[config.mk]
export PLATFORM = sky130hd
export DESIGN_NAME = huff_ram
export DESIGN_NICKNAME = d
export VERILOG_FILES = /design/src/hdl/huff_ram.sv
export SDC_FILE = /design/constraint.sdc
export NUM_CORES = 1
export LEC_CHECK = 0
export BUFFER_PORTS_ARGS = -buffer_cell sky130_fd_sc_hd__buf_2
export CAP_MARGIN = 30
export CORE_MARGIN = 1
export CORE_UTILIZATION = 60
export CTS_CLUSTER_SIZE = 12
export DETAILED_ROUTE_END_ITERATION = 6
export GPL_TIMING_DRIVEN = 1
export PLACE_DENSITY_LB_ADDON = 0.1
export SYNTH_ARGS = -nofsm -noshare
export SYNTH_HDL_FRONTEND = slang
export SYNTH_SLANG_ARGS = --single-unit
[constraint.sdc]
create_clock -name clk -period 2.3 [get_ports clk]
set_clock_uncertainty 0.05 [all_clocks]
set_input_delay 0.115 -clock clk [delete_from_list [all_inputs] [get_ports clk]]
set_output_delay 0.115 -clock clk [all_outputs]
set_load 0.02 [all_outputs]
[src/hdl/huff_ram.sv]
// Generic single-write, single-read RAM with registered read data.
`default_nettype none
module huff_ram #(
  parameter int WIDTH = 8,
  parameter int DEPTH = 16
) (
  input  wire logic                     clk,
  input  wire logic                     we,
  input  wire logic [$clog2(DEPTH)-1:0] waddr,
  input  wire logic [WIDTH-1:0]         wdata,
  input  wire logic [$clog2(DEPTH)-1:0] raddr,
  output logic      [WIDTH-1:0]         rdata
);
  logic [WIDTH-1:0] mem [DEPTH];

  always_ff @(posedge clk) begin
    if (we) begin
      mem[waddr] <= wdata;
    end
    rdata <= mem[raddr];
  end
endmodule
`default_nettype wire

==> results.cfg, run 1 <==
[layout]
antennaDiodeCount = 0
area_growth_pct = 19.1
drive_above_1_share_pct = 30.5
fillers = 484
layout.nets = 307
fin_area_sq_um = 6130
post-route-util_pct = 74.3

[setup_path]
critPathMaxFanout = 1
start_kind = flip-flop
worstPathCellList = mux4_2, a22oi_1, nand2_1
cpMaxStageDelayCell = mux4_2
worstPathRequired_ns = 2.63
max_stage_delay_ns = 0.48
worstSetupPathType = flip-flop to flip-flop
critPathArrivalTime_ns = 1.80
ff2ff_setup_slack_ns = 0.84
endpoint_kind = flip-flop

[cts]
numCtsBuffers = 17
cts_root_buffer = clkbuf_8
cts.htree.levels = 4
cts_tree = built
clk_path_buf_depth = 2
clkTransAtPathRegs_ns = 0.06
cts-resized-gates = 0
clk_latency_ns = 0.51
post_cts_buffers = 0
cts.sinks = 136

[global_route]
met1_usage_pct = 35.1
grtUsageTotal_pct = 24.8
first_global_vias = 2516
grt_pass1_wl_mm = 14.7
grt_busiest_layer = met2
gr-total-overflow = 0
grt_start_max_net_pins = 33
antenna_found_initial = 0
grt.met2_usage_pct = 37.1
use_met3_pct = 6.68

[floorplanning]
row_count = 33
die-area_sq_um = 8950
dieWidth_um = 94.6
design.core.area_sq_um = 8260
io_pins = 26
start_util_pct = 62.3
die_y_um = 94.6

[run_status]
status = complete, no violations

[logic_synthesis]
ys_seq_area_share_pct = 77.8
syn_area_sq_um = 5150
synth.distinct_cells = 19
yosys_warnings = 0
synthesis.instances = 229
syn_area_per_cell_sq_um = 22.5
syn-num-nets = 247
ys_ff_latch = 136

[route]
post-route-drc-count = 0
antenna_left = 0
wirelength_mm = 9.66
vias_per_cell = 6.09
drtIter0Drc = 208
first_pass_iters = 4
wire_per_inst_um = 23.7
vias = 2477

[sta]
max_freq_mhz = 683
slew_violations = 0
fin_crit_sh_pct = 63.6
setup_viol = 0
worstMarginPinSlew_ns = 0.946
maxSlewHeadroom_pct = 36.8
finalCriticalPeriod_ns = 1.46
timing.hold.ws_ns = 0.105
setup-tns-final_ns = 0
hold_viol = 0
grt_setup_unrepaired = false

[place]
routabilityCongestion = 0.736
dp_hpwl_mm = 5.67
port_buffers = 25
placed_cell_area_sq_um = 5480

[worst_hold_path]
hold_path_class = primary input to flip-flop

[job]
drv_cap = 0

[pwr]
power.density_nw_per_um2 = 925
total_power_mw = 5.67
p_leak_nw = 2.11
ir_worst_vdd_mv = 0.655
-- where the power goes --
part	internal (mW)	switching [mW]
logic	0.119	0.160
registers	2.77	0.0157
clock network	1.64	0.967
-- per-layer routing --
layer  part of all wire, %  up-vias
met2                    50      120
met1                    41     1253
met3                   7.5       10
met5                     0        -
li1                      -     1094
met4                   1.6        0
-- stage by stage --
| step | setup slack, ns | cells |
|---|---|---|
| after floorplan | 0.642 | 229 |
| after global placement | 0.656 | 367 |
| after detailed placement | 0.634 | 367 |
| after CTS | 0.825 | 407 |
| after global routing | 0.801 | 407 |
| final | 0.836 | 407 |
-- path summary, 6_finish.rpt --
path / from / endpoint / cells past startpoint
worst min-delay path: waddr[3] / mem[9][4]$_DFFE_PP_ / 3
worst max-delay path: mem[3][4]$_DFFE_PP_ / rdata[4]$_DFF_P_ / 3
worst max register to register: mem[3][4]$_DFFE_PP_ / rdata[4]$_DFF_P_ / 3
worst min register to register: mem[13][1]$_DFFE_PP_ / rdata[1]$_DFF_P_ / 3
-- critical path: cells and delay by family, from the launching register on --
family          cells  cell delay [ns]
mux                 1             0.48
compound gates      1             0.34
simple gates        1             0.10
flops               1             0.36
-- final cells by class --
cell class / instances / area, sq um / area share [%]
timing repair buffer: 51 / 365 / 5.96
multi-input combinational: 83 / 1060 / 17.2
clock buffer: 18 / 418 / 6.81
tap: 105 / 131 / 2.14
sequential: 136 / 4000 / 65.3
clock inverter: 14 / 156 / 2.55
-- kinds of logic after synthesis --
group,synth area share (%)
simple gates,3.18
flops,77.8
buf+inv,1.68
compound gates,2.33
mux,15.0
-- what timing repair did --
action | CTS | global route
hold endpoints to repair | 128 | 0
endpoints found under the setup margin | 0 | 0
hold buffers | 8 | 0
-- Yosys cell counts, drive strengths merged --
cell | n | share of area [%]
nand2b | 2 | 0.24
nor3 | 4 | 0.39
and2b | 1 | 0.15
nand3 | 1 | 0.097
nor2 | 13 | 0.95
clkdlybuf4s25 | 3 | 0.58
a22oi | 16 | 2.3
nor2b | 1 | 0.12
dfxtp | 8 | 3.1
buf | 7 | 1.1
nand3b | 2 | 0.29
and2 | 1 | 0.12
mux4 | 32 | 15
or3b | 1 | 0.17
edfxtp | 128 | 75
nand2 | 9 | 0.66
-- placed cells by master, fill, tap and decap left out --
master and count:
edfxtp_1 128, buf_2 25, mux4_2 18, a22oi_1 16, clkbuf_16 16, buf_4 16, mux4_1 14, nor2_1 13
nand2_1 9, dlygate4sd3_1 8, dfxtp_1 8, clkinv_2 6, nor3_1 4, bufinv_16 3, nand3b_1 2, nand2b_1 2
clkinvlp_4 2, buf_12 2, nor2b_1 1, and2_1 1, and2b_1 1, nand3_1 1, or3b_2 1, clkbuf_8 1
clkinv_1 1, clkbuf_1 1, inv_6 1, clkinv_4 1
-- registers in the layout (all words and copies together), names as in the netlist --
| signal | count |
|---|---|
| mem | 128 |
| rdata | 8 |
Note: power is estimated with default switching activity, not from simulation.
==> run 2, diff against run 1 <==
- clock period: 2.3 -> 1.5 ns (I/O delays scaled with it)
==> run 2 against run 1 <==
Effect of this change: cell area rose by 1.1%; via count fell by 1.2%; count of clock-buffer cells in the layout rose by 1; sequential share of layout area fell by 0.71 points; global-route usage fell by 1.2 points; flip-flop and latch count did not move; power rose by 56%; combinational power rose by 56%; critical path depth did not move; first-iteration DRC count fell by 22%; worst hold slack got worse by 0.043 ns; critical path type unchanged; register-to-register slack got worse by 0.74 ns.
==> results.cfg, run 2 (same netlist as run 1, synthesis figures left out) <==
[run_status]
status = complete, no violations

[global_route]
grtUsageTotal_pct = 23.6
grt_pass1_wl_mm = 14.0
antenna_found_initial = 0
gr-total-overflow = 0
grt_start_max_net_pins = 33
first_global_vias = 2553

[cts]
clk_latency_ns = 0.52
cts-resized-gates = 0
cts.htree.levels = 4
clk_path_buf_depth = 2
post_cts_buffers = 0
cts_root_buffer = clkbuf_8
clkTransAtPathRegs_ns = 0.06
cts_tree = built
cts.sinks = 136
numCtsBuffers = 17

[job]
drv_cap = 0

[pwr]
p_leak_nw = 2.13
power.density_nw_per_um2 = 1420
ir_worst_vdd_mv = 0.947
total_power_mw = 8.82

[setup_path]
worstSetupPathType = flip-flop to flip-flop
endpoint_kind = flip-flop
critPathMaxFanout = 1
start_kind = flip-flop
critPathArrivalTime_ns = 1.75
worstPathRequired_ns = 1.85

[layout]
fin_area_sq_um = 6200
area_growth_pct = 20.4
fillers = 471
register_area_sq_um = 4000
reg_top3 = mem: 128 flops, rdata: 8 flops
top_register = mem
layout.nets = 311
final_common_cell = edfxtp_1
final_cell_mix = edfxtp_1 (128), buf_2 (25), buf_4 (19)
multi_input_area_sq_um = 1060
antennaDiodeCount = 0
drive_above_1_share_pct = 31.7
largest_register_ffs = 128

[route]
post-route-drc-count = 0
antenna_left = 0
vias_per_cell = 5.96
wirelength_mm = 9.24
first_pass_iters = 4
wire_per_inst_um = 22.5
vias = 2448
drtIter0Drc = 163

[floorplanning]
start_util_pct = 62.3
dieWidth_um = 94.6
design.core.area_sq_um = 8260
io_pins = 26
die_y_um = 94.6
die-area_sq_um = 8950
row_count = 33

[sta]
slew_violations = 0
finalCriticalPeriod_ns = 1.40
fin_crit_sh_pct = 93.4
max_freq_mhz = 714
setup_viol = 0
grt_setup_unrepaired = false
maxSlewHeadroom_pct = 51.0
hold_viol = 0
worstMarginPinSlew_ns = 0.734

[place]
routabilityCongestion = 0.702
port_buffers = 25
placed_cell_area_sq_um = 5530

[worst_hold_path]
hold_path_class = primary input to flip-flop
==> run 2: changes by cell type in the layout (fill, tap and decap cells not counted), moves of 2 or more <==
cell	before	now
buf_4	16	19
clkinv_2	6	0
clkinv_4	1	4
clkinvlp_4	2	4
==> run 2: stage by stage <==
stage / hold WS, ns / instances / utilization, % / setup TNS, ns / setup slack (ns)
2_1_floorplan: 0.124 / 229 / - / 0 / 0.109
3_3_place_gp: 0.415 / 371 / 66.9 / -0.0167 / -0.0167
3_5_place_dp: 0.427 / 371 / 66.9 / -0.00593 / -0.00593
4_1_cts: 0.0454 / 411 / 75.1 / 0 / 0.0782
5_1_grt: 0.0622 / 411 / 75.1 / 0 / 0.0589
6_report: 0.0624 / 411 / 75.1 / 0 / 0.0997
==> run 2: timing repair <==
| action | CTS | global route |
|---|---|---|
| hold buffers | 8 | 0 |
| hold endpoints to repair | 128 | 0 |
| setup endpoints to repair | 0 | 0 |
==> run 2: report_power, final <==
part / leakage, nW / switching (mW) / internal, mW
Clock: 0.275 / 1.56 / 2.55
Combinational: 0.634 / 0.242 / 0.194
Sequential: 1.22 / 0.0244 / 4.25
Total: 2.13 / 1.83 / 6.99
==> run 2: layout make-up <==
class                           count  share of cell area (%)
Sequential cell                   136                    64.6
Multi-Input combinational cell     83                    17.1
Clock buffer                       19                    6.80
Timing Repair Buffer               55                    6.58
Clock inverter                     13                    2.79
Tap cell                          105                    2.12
==> run 2: path summary, 6_finish.rpt <==
check	from	endpoint	slack [ns]	cells after the start
hold reg to reg	mem[12][1]$_DFFE_PP_	rdata[1]$_DFF_P_	0.63	3
setup / recovery	mem[0][5]$_DFFE_PP_	rdata[5]$_DFF_P_	0.1	3
setup reg to reg	mem[0][5]$_DFFE_PP_	rdata[5]$_DFF_P_	0.1	3
hold / removal	waddr[0]	mem[0][5]$_DFFE_PP_	0.06	3
==> run 2: metal layers <==
layer | GRT usage, % | vias to the layer above | part of all wire, %
li1 | - | 1103 | -
met1 | 29.2 | 1248 | 39
met2 | 39.9 | 82 | 53
met3 | 7.25 | 15 | 7.0
met4 | 7.83 | 0 | 1.1
met5 | 0 | - | 0
==> run 2: worst max-delay path, stage by stage (launching register included) <==
cell      delay (ns)
edfxtp_1        0.40
mux4_1          0.50
a22oi_1         0.25
nand2_1         0.08
==> run 3, diff against run 2 <==
- CORE_UTILIZATION: 60 -> 54
- clock period: 1.5 -> 1.2 ns (I/O delays scaled with it)
==> run 3 against run 2 <==
Effect of this change: the flow now finishes with violations (negative setup slack); wire length rose by 7.2%; sequential power up 25%; utilization down 5.3 points; largest power group unchanged; critical path depth did not move; global-route usage decreased by 1.3 points; final cell count rose by 9.5%; highest routed layer unchanged; maximum frequency increased by 6.1%; die area up 11%; power up 21%; via count is 1.3% higher.
==> results.cfg, run 3 (same netlist as run 1, synthesis figures left out) <==
[sta]
max_freq_mhz = 757
fin_crit_sh_pct = 110
maxSlewHeadroom_pct = 37.7
hold_viol = 0
finalCriticalPeriod_ns = 1.32
setup_ws_ns = -0.120
grt_setup_unrepaired = true
slew_violations = 0
worstMarginPinSlew_ns = 0.931
setup_viol = 8

[place]
pre_cts_slack_ns = -0.447
placed_cell_area_sq_um = 5800
place_inst = 410
routabilityCongestion = 0.711
dp_hpwl_mm = 6.35
port_buffers = 25

[global_route]
met1_usage_pct = 31.1
grt.met2_usage_pct = 34.6
gr-total-overflow = 0
grtUsageTotal_pct = 22.3
grt_busiest_layer = met2
antenna_found_initial = 0
use_met3_pct = 6.61
grt_pass1_wl_mm = 15.2
grt_start_max_net_pins = 17
first_global_vias = 2569

[route]
vias = 2479
vias_per_cell = 5.51
antenna_left = 0
wire_per_inst_um = 22.0
wirelength_mm = 9.90
post-route-drc-count = 0
first_pass_iters = 4
drtIter0Drc = 165

[run_status]
violations = negative setup slack
status = finished with violations

[floorplanning]
io_pins = 26
row_count = 35
start_util_pct = 55.7
die-area_sq_um = 9930
dieWidth_um = 99.6
design.core.area_sq_um = 9240
die_y_um = 99.6

[layout]
fin_area_sq_um = 6450
layout.nets = 326
largest_register_ffs = 128
drive_above_1_share_pct = 43.3
final_common_cell = edfxtp_1
area_growth_pct = 25.3
post-route-util_pct = 69.8
final_cell_mix = edfxtp_1 (128), mux4_2 (27), buf_4 (27)
antennaDiodeCount = 0
reg_top3 = mem: 128 flops, rdata: 8 flops
finalNonFillerCells = 450
top_register = mem

[cts]
cts.htree.levels = 4
clkTransAtPathRegs_ns = 0.07
clk_latency_ns = 0.51
numCtsBuffers = 17
cts_root_buffer = clkbuf_8
cts_tree = built
clk_path_buf_depth = 2
post_cts_buffers = 0
cts.sinks = 136

[setup_path]
start_kind = flip-flop
worstReg2RegStart = mem[3][3]$_DFFE_PP_
worstSetupPathType = flip-flop to flip-flop
startpoint = mem[3][3]$_DFFE_PP_
endpoint_kind = flip-flop
critPathArrivalTime_ns = 1.66
worstPathRequired_ns = 1.54
critPathMaxFanout = 1

[worst_hold_path]
hold_path_class = primary input to flip-flop
hold_start = waddr[0]

[pwr]
total_power_mw = 10.7
power.density_nw_per_um2 = 1660
ir_worst_vdd_mv = 1.02
p_leak_nw = 2.20

[job]
drv_cap = 0
## run 3: critical path: stages, from the launching register on
cell	delay [ns]
edfxtp_1	0.37
mux4_2	0.49
a22oi_2	0.21
nand2_1	0.08
## run 3: stage by stage
step	hold WS, ns	TNS [ns]
finish	0.0269	-0.765
global route	0.0344	-1.10
CTS	0.00257	-0.829
detailed placement	0.410	-6.55
global placement	0.401	-5.59
floorplan	0.109	-0.437
## run 3: area by class of cell
class                   count  area, sq um
repair buffers             70          623
fillers                   596         2790
well taps                 129          161
clock inverters            14          129
multi-input cells          83         1110
flip-flops and latches    136         4000
clock buffers              18          418
## run 3: worst paths after layout
path	to	slack [ns]	cells after the start
max	rdata[3]$_DFF_P_	-0.12	3
min	mem[8][4]$_DFFE_PP_	0.03	3
max reg2reg	rdata[3]$_DFF_P_	-0.12	3
min reg2reg	rdata[2]$_DFF_P_	0.62	3
## run 3: routing by layer
metal,vias up,share of wire (%)
li1,1125,-
met5,-,0
met2,98,50
met3,9,6.1
met1,1247,43
met4,0,0.82
## run 3: repair_timing
item | 4_1_cts | 5_1_grt
pin swaps | 9 | 3
gates resized for setup | 19 | 2
gates cloned | 0 | 0
setup endpoints to repair | 8 | 9
hold buffers | 8 | 0
hold endpoints to repair | 128 | 0
## run 3: power breakdown
group          internal (mW)  switching, mW
clock                   2.76           1.93
sequential              5.31         0.0362
combinational          0.309          0.345
