## src/hdl/huff_pkg.sv

```systemverilog
// Package: sizes and sequencer states for the Huffman code builder.
`default_nettype none
package huff_pkg;
  localparam int MAX_SYMBOLS = 64;
  localparam int NODES = 2 * MAX_SYMBOLS - 1;
  localparam int IDX_W = $clog2(NODES + 1);
  localparam int CNT_W = $clog2(MAX_SYMBOLS + 1);
  localparam int WGT_W = 22;
  localparam int IN_W = 16;
  localparam int SYM_W = 6;
  localparam int CODE_W = 63;
  localparam int LEN_W = 6;

  typedef enum logic [2:0] {
    S_IDLE,
    S_SCAN,
    S_MRG_A,
    S_MRG_B,
    S_MRG_C,
    S_WALK,
    S_PAR,
    S_LEFT
  } state_t;
endpackage
`default_nettype wire

```

## src/hdl/huff_cmp.sv

```systemverilog
// Shared weight comparator used by both minimum-search passes.
`default_nettype none
module huff_cmp (
  input  wire logic                      cand_ok,
  input  wire logic                      have,
  input  wire logic                      strict,
  input  wire logic [huff_pkg::WGT_W-1:0] w,
  input  wire logic [huff_pkg::WGT_W-1:0] ref_w,
  output logic                           take
);
  logic lt;
  logic eq;

  always_comb begin
    lt = w < ref_w;
    eq = w == ref_w;
    take = cand_ok && (!have || lt || (!strict && eq));
  end
endmodule
`default_nettype wire

```

## config.mk

```make
export PLATFORM = sky130hd
export DESIGN_NAME = huff_cmp
export DESIGN_NICKNAME = d
export VERILOG_FILES = /design/src/hdl/huff_pkg.sv /design/src/hdl/huff_cmp.sv
export SDC_FILE = /design/constraint.sdc
export NUM_CORES = 1
export LEC_CHECK = 0
export BUFFER_PORTS_ARGS = -buffer_cell sky130_fd_sc_hd__buf_4
export CAP_MARGIN = 10
export CORE_MARGIN = 2
export CORE_UTILIZATION = 45
export DETAILED_ROUTE_END_ITERATION = 10
export PLACE_DENSITY_LB_ADDON = 0.2
export SYNTH_ARGS = -nofsm -noshare
export SYNTH_HDL_FRONTEND = slang
export SYNTH_SLANG_ARGS = --single-unit
export TNS_END_PERCENT = 100
```

## constraint.sdc

```tcl
create_clock -name vclk -period 4.4
set_input_delay 0.66 -clock vclk [all_inputs]
set_output_delay 0.66 -clock vclk [all_outputs]
set_load 0.01 [all_outputs]
```

==> results.yml, run 1 <==
outcome:
  status: "finished clean"
logic_synthesis:
  synth.top_cells.by_area: "ha_1 46%, inv_1 15%, a21oi_1 8.4%, nand2_1 4.4%, nand4_4 3.6%"
  synthCells: 83
  syn-num-nets: 152
  yosysTopAreaCellShare: 0.4641
  avgSynthCellArea_sq_um: 7.145
  yosysSeqAreaShare: 0
  ys_types: 18
  synth_top_area_cell: "ha_1"
  synth_warnings: 0
  synth_top_cells_by_count: "24 x inv_1, 22 x ha_1, 10 x a21oi_1"
  netlist_area_sq_um: 593.1
  yosysMostFrequentCell: "inv_1"
floorplan:
  die_x_um: 40.31
  design.core.area_sq_um: 1269
  die_h_um: 40.31
  std_cell_rows: 13
  start_util: 0.4675
  ios: 48
  dieArea_sq_um: 1624
final_layout:
  nets: 202
  seq_area_sq_um: 0
  nFlopsAndLatches: 0
  clkbuf_count: 0
  drive_gt1_frac: 0.3817
  areaGrowthSynthToFinish_pct: 63.92
  diodes: 0
  layout.core_utilization: 0.7663
sta:
  setup_ws_ns: 1.613
  finalSetupViolCount: 0
  grt_setup_unrepaired: "no"
  timing_hold_violations_final: 0
  period_share: 0.6335
  worstMarginPinSlew_ns: 0.2772
  min_period_ns: 2.787
  final.setup.tns_ns: 0
  maxSlewHeadroom: 0.8123
  slew_violations: 0
  fmax_ghz: 0.3587
setup_path:
  cpMaxStageDelayCell: "ha_1"
  cpMostUsedCell: "buf_4"
  crit_required_ns: 3.74
  critPathLaunchType: "primary input"
  max_stage_delay_ns: 0.35
  worst-path-max-fanout: 4
  path_cells: "buf_4 -> ha_1 -> nand4_4 -> nor4_4 -> o311ai_1 -> a31o_1 -> buf_4"
  cp.arrival_ns: 2.13
  worst-setup-path-type: "primary input to primary output"
  endpoint_kind: "primary output"
global_route:
  grt_usage: 0.1739
  grt_max_degree: 5
  grt-ovfl-total: 0
  grt_pass1_vias: 566
  antenna_found_initial: 0
  grt_pass1_wl_mm: 2.049
detailed_routing:
  drc: 0
  wirelength_mm: 1.342
  vias: 706
  antenna_left: 0
  drt_pass1_iterations: 4
  drtIter0Drc: 5
  avgViaCountPerCell: 4.836
  wire_per_inst_um: 9.192
placed_design:
  port_buffers: 48
  gp_congestion: 0.6556
  dp_hpwl_mm: 1.309
  preCtsSetupSlack_ns: 1.608
power_and_ir_drop:
  p_leak_nw: 0.5972
  ir_drop_mv: 0.04879
  cellPowerDensity_nw_per_um2: 83.17
clock_tree:
  cts_setup_buffers: 0
  post_cts_resized: 0
  postCtsHoldBufs: 0
hold_path:
  min_path_type: "primary input to primary output"
job:
  max-cap-violations: 0
-- placed cells by master (no fill, tap or decap) --
cell type	instances
ha_1	22
o311ai_1	1
inv_1	24
nand3_1	1
nand4_4	1
nor2b_1	1
nor4_4	1
a22oi_1	1
buf_4	48
nand4_1	2
a31o_1	1
a21o_1	1
o221ai_1	1
a21oi_1	10
nor2_1	3
a211oi_1	1
nor3_1	3
nand2_1	7
o21ai_0	2
-- cell families (layout without fill, tap and decap cells) --
logic type               Yosys count  in the layout  share of synthesized area
buffers and inverters             24             72                     0.1519
AO/OA/AOI/OAI                     18             18                     0.1836
AND/OR/NAND/NOR                   19             19                     0.2004
adder cells (fa/ha/maj)           22             22                     0.4641
-- final cells by class --
| type | instances | area (sq um) |
|---|---|---|
| inverter | 24 | 90.09 |
| tap | 15 | 18.77 |
| fill | 102 | 296.5 |
| multi-input combinational | 59 | 503.0 |
| timing repair buffer | 48 | 360.3 |
-- critical path: cells and delay by family --
family,cells,cell delay [ns]
AO/OA/AOI/OAI,2,0.38
adder cells (fa/ha/maj),1,0.35
buffers and inverters,2,0.25
AND/OR/NAND/NOR,2,0.48
-- power by group --
group | total [mW] | switching (mW) | internal (mW) | leakage [nW]
registers | 0 | 0 | 0 | 0
logic | 0.0809 | 0.0332 | 0.0477 | 0.597
clock network | 0 | 0 | 0 | 0
total | 0.0809 | 0.0332 | 0.0477 | 0.597
-- metal layers --
| metal | GRT usage | part of all wire |
|---|---|---|
| met2 | 0.3468 | 0.52 |
| met5 | 0 | 0 |
| met1 | 0.2143 | 0.40 |
| met4 | 0 | 0 |
| met3 | 0.005556 | 0.083 |
-- path summary, 6_finish.rpt --
check	to	slack [ns]	start	cells after the start
setup / recovery	take	1.61	w[21]	7
hold / removal	take	1.76	have	4
-- through the flow --
step | cell area [sq um] | instances | hold WS (ns) | power, mW
3_3_place_gp | 972.2 | 146 | 1.753 | 0.07865
3_5_place_dp | 972.2 | 146 | 1.754 | 0.08208
2_1_floorplan | 593.1 | 83 | 1.564 | 0.03998
5_1_grt | 972.2 | 146 | 1.785 | 0.09296
4_1_cts | 972.2 | 146 | 1.758 | 0.08247
6_report | 972.2 | 146 | 1.755 | 0.08085
Power figures use the tool's default switching activity.
==> inputs of run 2 (changes only) <==
--- a/config.mk
+++ b/config.mk
@@ -5,10 +5,11 @@
 export SDC_FILE = /design/constraint.sdc
 export NUM_CORES = 1
 export LEC_CHECK = 0
+export ABC_AREA = 1
 export BUFFER_PORTS_ARGS = -buffer_cell sky130_fd_sc_hd__buf_4
 export CAP_MARGIN = 10
 export CORE_MARGIN = 2
-export CORE_UTILIZATION = 45
+export CORE_UTILIZATION = 43
 export DETAILED_ROUTE_END_ITERATION = 10
 export PLACE_DENSITY_LB_ADDON = 0.2
 export SYNTH_ARGS = -nofsm -noshare
==> constraint.sdc (replaced) <==
create_clock -name vclk -period 2.7
set_input_delay 0.405 -clock vclk [all_inputs]
set_output_delay 0.405 -clock vclk [all_outputs]
set_load 0.01 [all_outputs]
==> run 2 against run 1 <==
Flip-flop and latch count unchanged; sequential share of layout area stayed put; clock-buffer cell count stayed put; area after synthesis increased by 11%; cell count grew 19%; setup slack got worse by 0.87 ns; first-iteration DRC count increased by 20%; via count rose by 10%; synthesized cell count is 33% higher; die area up 14%; largest power group unchanged.
==> results.yml, run 2 <==
setup_path:
  crit_required_ns: 2.30
  cp.arrival_ns: 1.55
  endpoint_kind: "primary output"
  critPathLaunchType: "primary input"
  cpMaxStageDelayCell: "ha_1"
  worst-path-max-fanout: 3
  crit_family: "simple AND/OR/NAND/NOR gates"
  max_stage_delay_ns: 0.30
  worst-setup-path-type: "primary input to primary output"
  crit_buf_inv: 2
  path_cells: "buf_4 -> ha_1 -> nand2_2 -> nor2_4 -> nand2_2 -> nor2_2 -> nand2_1 -> nand3_1 -> a21oi_2 -> buf_4"
logic_synthesis:
  synth_top_area_cell: "ha_1"
  avgSynthCellArea_sq_um: 5.972
  synthSimpleGateAreaFrac: 0.3067
  synth_warnings: 0
  synth_xor_area_frac: 0
  syn-num-nets: 179
  ys_types: 14
  synth_top_cells_by_count: "33 x inv_1, 30 x nand2_1, 22 x ha_1"
  muxShareOfSynthArea: 0
  synth_top_family_by_area: "adder cells"
  synth_fa_ha_area_frac: 0.4190
  yosysSeqAreaShare: 0
  netlist_area_sq_um: 656.9
  yosysMostFrequentCell: "inv_1"
  synth_compound_area_frac: 0.08571
  synthCells: 110
  synth.top_cells.by_area: "ha_1 42%, inv_1 19%, nand2_1 17%, nor2_1 4.0%, a21oi_1 3.8%"
  yosysTopAreaCellShare: 0.4190
sta:
  period_share: 0.7249
  fmax_ghz: 0.5109
  timing_hold_violations_final: 0
  final.setup.tns_ns: 0
  worstMarginPinSlew_ns: 0.1566
  maxSlewHeadroom: 0.8954
  min_period_ns: 1.957
  holdWs_ns: 1.139
  finalSetupViolCount: 0
  grt_setup_unrepaired: "no"
  slew_violations: 0
final_layout:
  drive_gt1_frac: 0.3418
  areaGrowthSynthToFinish_pct: 57.90
  nFlopsAndLatches: 0
  final_cell_mix: "48 x buf_4, 33 x inv_1, 30 x nand2_1"
  seq_area_sq_um: 0
  fin_cells: 174
  final_common_cell: "buf_4"
  diodes: 0
  clkbuf_count: 0
  nets: 229
  layout.core_utilization: 0.7049
clock_tree:
  post_cts_resized: 0
  postCtsHoldBufs: 0
  cts_setup_buffers: 0
global_route:
  grt_pass1_wl_mm: 2.663
  grt_usage: 0.1741
  grt-ovfl-total: 0
  grt_busiest_layer: "met2"
  grt_max_degree: 4
  grt_pass1_vias: 752
  met2_usage: 0.3403
  met1_usage: 0.2051
  antenna_found_initial: 0
  met3_usage: 0
detailed_routing:
  antenna_left: 0
  avgViaCountPerCell: 4.466
  drc: 0
  vias: 777
  drtIter0Drc: 6
  wirelength_mm: 1.455
  wire_per_inst_um: 8.362
  drt_pass1_iterations: 4
outcome:
  status: "finished clean"
placed_design:
  port_buffers: 48
  place_inst: 174
  dp_hpwl_mm: 1.399
  gp_congestion: 0.6944
floorplan:
  design.core.area_sq_um: 1471
  die_x_um: 43.09
  ios: 48
  die_h_um: 43.09
  start_util: 0.4464
  dieArea_sq_um: 1856
  std_cell_rows: 14
power_and_ir_drop:
  power.total_mw: 0.1366
  ir_drop_mv: 0.06146
  cellPowerDensity_nw_per_um2: 131.7
  p_leak_nw: 0.6931
job:
  max-cap-violations: 0
hold_path:
  min_path_type: "primary input to primary output"
[run 2: area by class of cell]
class	count	area [sq um]
fillers	132	434.2
inverters	33	123.9
multi-input cells	77	533.0
well taps	16	20.02
repair buffers	48	360.3
[run 2: metal layers]
metal	up-vias	share of wire	wire (um)
met5	-	0	0
met2	24	0.55	796
met4	0	0.019	28
met1	320	0.38	551
li1	429	-	-
met3	4	0.054	79
[run 2: logic make-up after synthesis]
group                    after synthesis
AND/OR/NAND/NOR                       46
buffers and inverters                 33
adder cells (fa/ha/maj)               22
AO/OA/AOI/OAI                          9
[run 2: power breakdown]
group	switching (mW)	internal, mW
clock network	0	0
registers	0	0
logic	0.0565	0.0801
total	0.0565	0.0801
[run 2: path summary, 6_finish.rpt]
| path | start | end | slack [ns] | depth (start not counted) |
|---|---|---|---|---|
| setup / recovery | w[21] | take | 0.74 | 10 |
| hold / removal | cand_ok | take | 1.14 | 4 |
[run 2: through the flow]
step / setup WS (ns) / area [sq um]
2_1_floorplan: 0.9676 / 656.9
3_3_place_gp: 0.7777 / 1037
3_5_place_dp: 0.7375 / 1037
4_1_cts: 0.7304 / 1037
5_1_grt: 0.6033 / 1037
6_report: 0.7428 / 1037
==> inputs of run 3 (changes only) <==
--- a/config.mk
+++ b/config.mk
@@ -5,11 +5,11 @@
 export SDC_FILE = /design/constraint.sdc
 export NUM_CORES = 1
 export LEC_CHECK = 0
-export ABC_AREA = 1
+export ABC_AREA = 0
 export BUFFER_PORTS_ARGS = -buffer_cell sky130_fd_sc_hd__buf_4
 export CAP_MARGIN = 10
 export CORE_MARGIN = 2
-export CORE_UTILIZATION = 43
+export CORE_UTILIZATION = 38
 export DETAILED_ROUTE_END_ITERATION = 10
 export PLACE_DENSITY_LB_ADDON = 0.2
 export SYNTH_ARGS = -nofsm -noshare
==> constraint.sdc (replaced) <==
create_clock -name vclk -period 1.8
set_input_delay 0.27 -clock vclk [all_inputs]
set_output_delay 0.27 -clock vclk [all_outputs]
set_load 0.01 [all_outputs]
==> run 3 against run 2 <==
The flow now finishes with violations (setup timing); non-clock buffer count increased by 5; clock-buffer cell count unchanged; hold slack got worse by 0.16 ns; critical endpoint unchanged; design area increased by 14%; combinational power increased by 92%; utilization increased by 9.3 points; power increased by 93%; critical path depth decreased by 1; die area increased by 2.0%; highest routed layer unchanged.
==> results.yml, run 3 (synthesis results as in run 1) <==
outcome:
  status: "finished, violations left"
  violations: "setup timing"
final_layout:
  clkbuf_count: 0
  fillCellCount: 115
  areaGrowthSynthToFinish_pct: 100.2
  nFlopsAndLatches: 0
  nets: 207
  final_cell_mix: "39 x buf_4, 16 x inv_1, 14 x ha_1, 14 x buf_6, 9 x a21oi_1"
  diodes: 0
  seq_area_sq_um: 0
  layout.core_utilization: 0.7975
  final_common_cell: "buf_4"
  fin_area_sq_um: 1187
  fin_cells: 152
  drive_gt1_frac: 0.5441
floorplan:
  design.core.area_sq_um: 1489
  std_cell_rows: 14
  die_x_um: 43.51
  start_util: 0.3983
  die_h_um: 43.51
  ios: 48
  dieArea_sq_um: 1893
job:
  max-cap-violations: 0
global_route:
  grt_max_degree: 4
  grt_usage: 0.1855
  antenna_found_initial: 0
  grt_pass1_vias: 785
  grt-ovfl-total: 0
  grt_pass1_wl_mm: 2.884
hold_path:
  min_path_type: "primary input to primary output"
  hold_start: "have"
  whs_endpoint: "take"
  hold_depth: 4
sta:
  grt_setup_unrepaired: "yes"
  timing_hold_violations_final: 0
  fmax_ghz: 0.5189
  slew_violations: 0
  period_share: 1.071
  worstMarginPinSlew_ns: 0.2834
  finalSetupViolCount: 1
  maxSlewHeadroom: 0.8097
  min_period_ns: 1.927
  holdWs_ns: 0.9777
  setup_ws_ns: -0.1272
placed_design:
  place_inst: 152
  dp_hpwl_mm: 1.347
  post_dp_cell_area_sq_um: 1011
  gp_congestion: 0.6737
  port_buffers: 48
setup_path:
  path_cells: "buf_6 -> inv_4 -> ha_4 -> nand4_4 -> nor4_4 -> nand3_1 -> a21oi_2 -> a31o_1 -> buf_6"
  cpMostUsedCell: "buf_6"
  worst-setup-path-type: "primary input to primary output"
  endpoint_kind: "primary output"
  cp.arrival_ns: 1.66
  worst-path-max-fanout: 3
  max_stage_delay_ns: 0.36
  critPathLaunchType: "primary input"
  cpMaxStageDelayCell: "nor4_4"
  crit_required_ns: 1.53
detailed_routing:
  avgViaCountPerCell: 5.132
  drc: 0
  wirelength_mm: 1.869
  drt_pass1_iterations: 4
  drtIter0Drc: 4
  antenna_left: 0
  vias: 780
  wire_per_inst_um: 12.30
power_and_ir_drop:
  p_leak_nw: 0.6270
  cellPowerDensity_nw_per_um2: 221.7
  ir_drop_mv: 0.1483
clock_tree:
  postCtsHoldBufs: 0
==> run 3: repair_timing <==
item,in CTS,in global routing
resized for setup,17,20
setup endpoints to repair,1,1
buffers inserted,0,0
pin swaps,8,9
==> run 3: power by group <==
| group | switching (mW) | internal [mW] |
|---|---|---|
| clock network | 0 | 0 |
| registers | 0 | 0 |
| logic | 0.104 | 0.159 |
| total | 0.104 | 0.159 |
==> run 3: how the worst max path moves through the flow <==
stage                    from    to  slack [ns]  cells after the start
global placement        w[21]  take       -0.11                      7
finish              ref_w[20]  take       -0.13                      9
detailed placement      w[21]  take       -0.15                      7
global route         ref_w[3]  take       -0.23                     10
CTS                 ref_w[11]  take       -0.11                      8
floorplan           ref_w[21]  take        0.08                      7
==> run 3: area by class of cell <==
| type | count | area (sq um) | share of cell area |
|---|---|---|---|
| inverters | 24 | 100.1 | 0.08430 |
| repair buffers | 53 | 450.4 | 0.3793 |
| multi-input cells | 59 | 616.8 | 0.5195 |
| well taps | 16 | 20.02 | 0.01686 |
==> run 3: worst max-delay path: cells and delay by family <==
family                   cells  cell delay (ns)
AO/OA/AOI/OAI                2             0.27
adder cells (fa/ha/maj)      1             0.27
buffers and inverters        3             0.21
AND/OR/NAND/NOR              3             0.65
==> run 3: layer usage <==
| metal | share of wire | track usage |
|---|---|---|
| met5 | 0 | 0 |
| met4 | 0.022 | 0 |
| met3 | 0.058 | 0.004167 |
| met2 | 0.60 | 0.4209 |
| met1 | 0.32 | 0.1900 |
==> run 3: stage by stage <==
| step | TNS [ns] | power [mW] | worst slack (ns) |
|---|---|---|---|
| 2_1_floorplan | 0 | 0.09773 | 0.07744 |
| 3_3_place_gp | -0.1143 | 0.2073 | -0.1143 |
| 3_5_place_dp | -0.1467 | 0.2135 | -0.1467 |
| 4_1_cts | -0.1138 | 0.2340 | -0.1138 |
| 5_1_grt | -0.2325 | 0.2951 | -0.2325 |
| 6_report | -0.1272 | 0.2632 | -0.1272 |
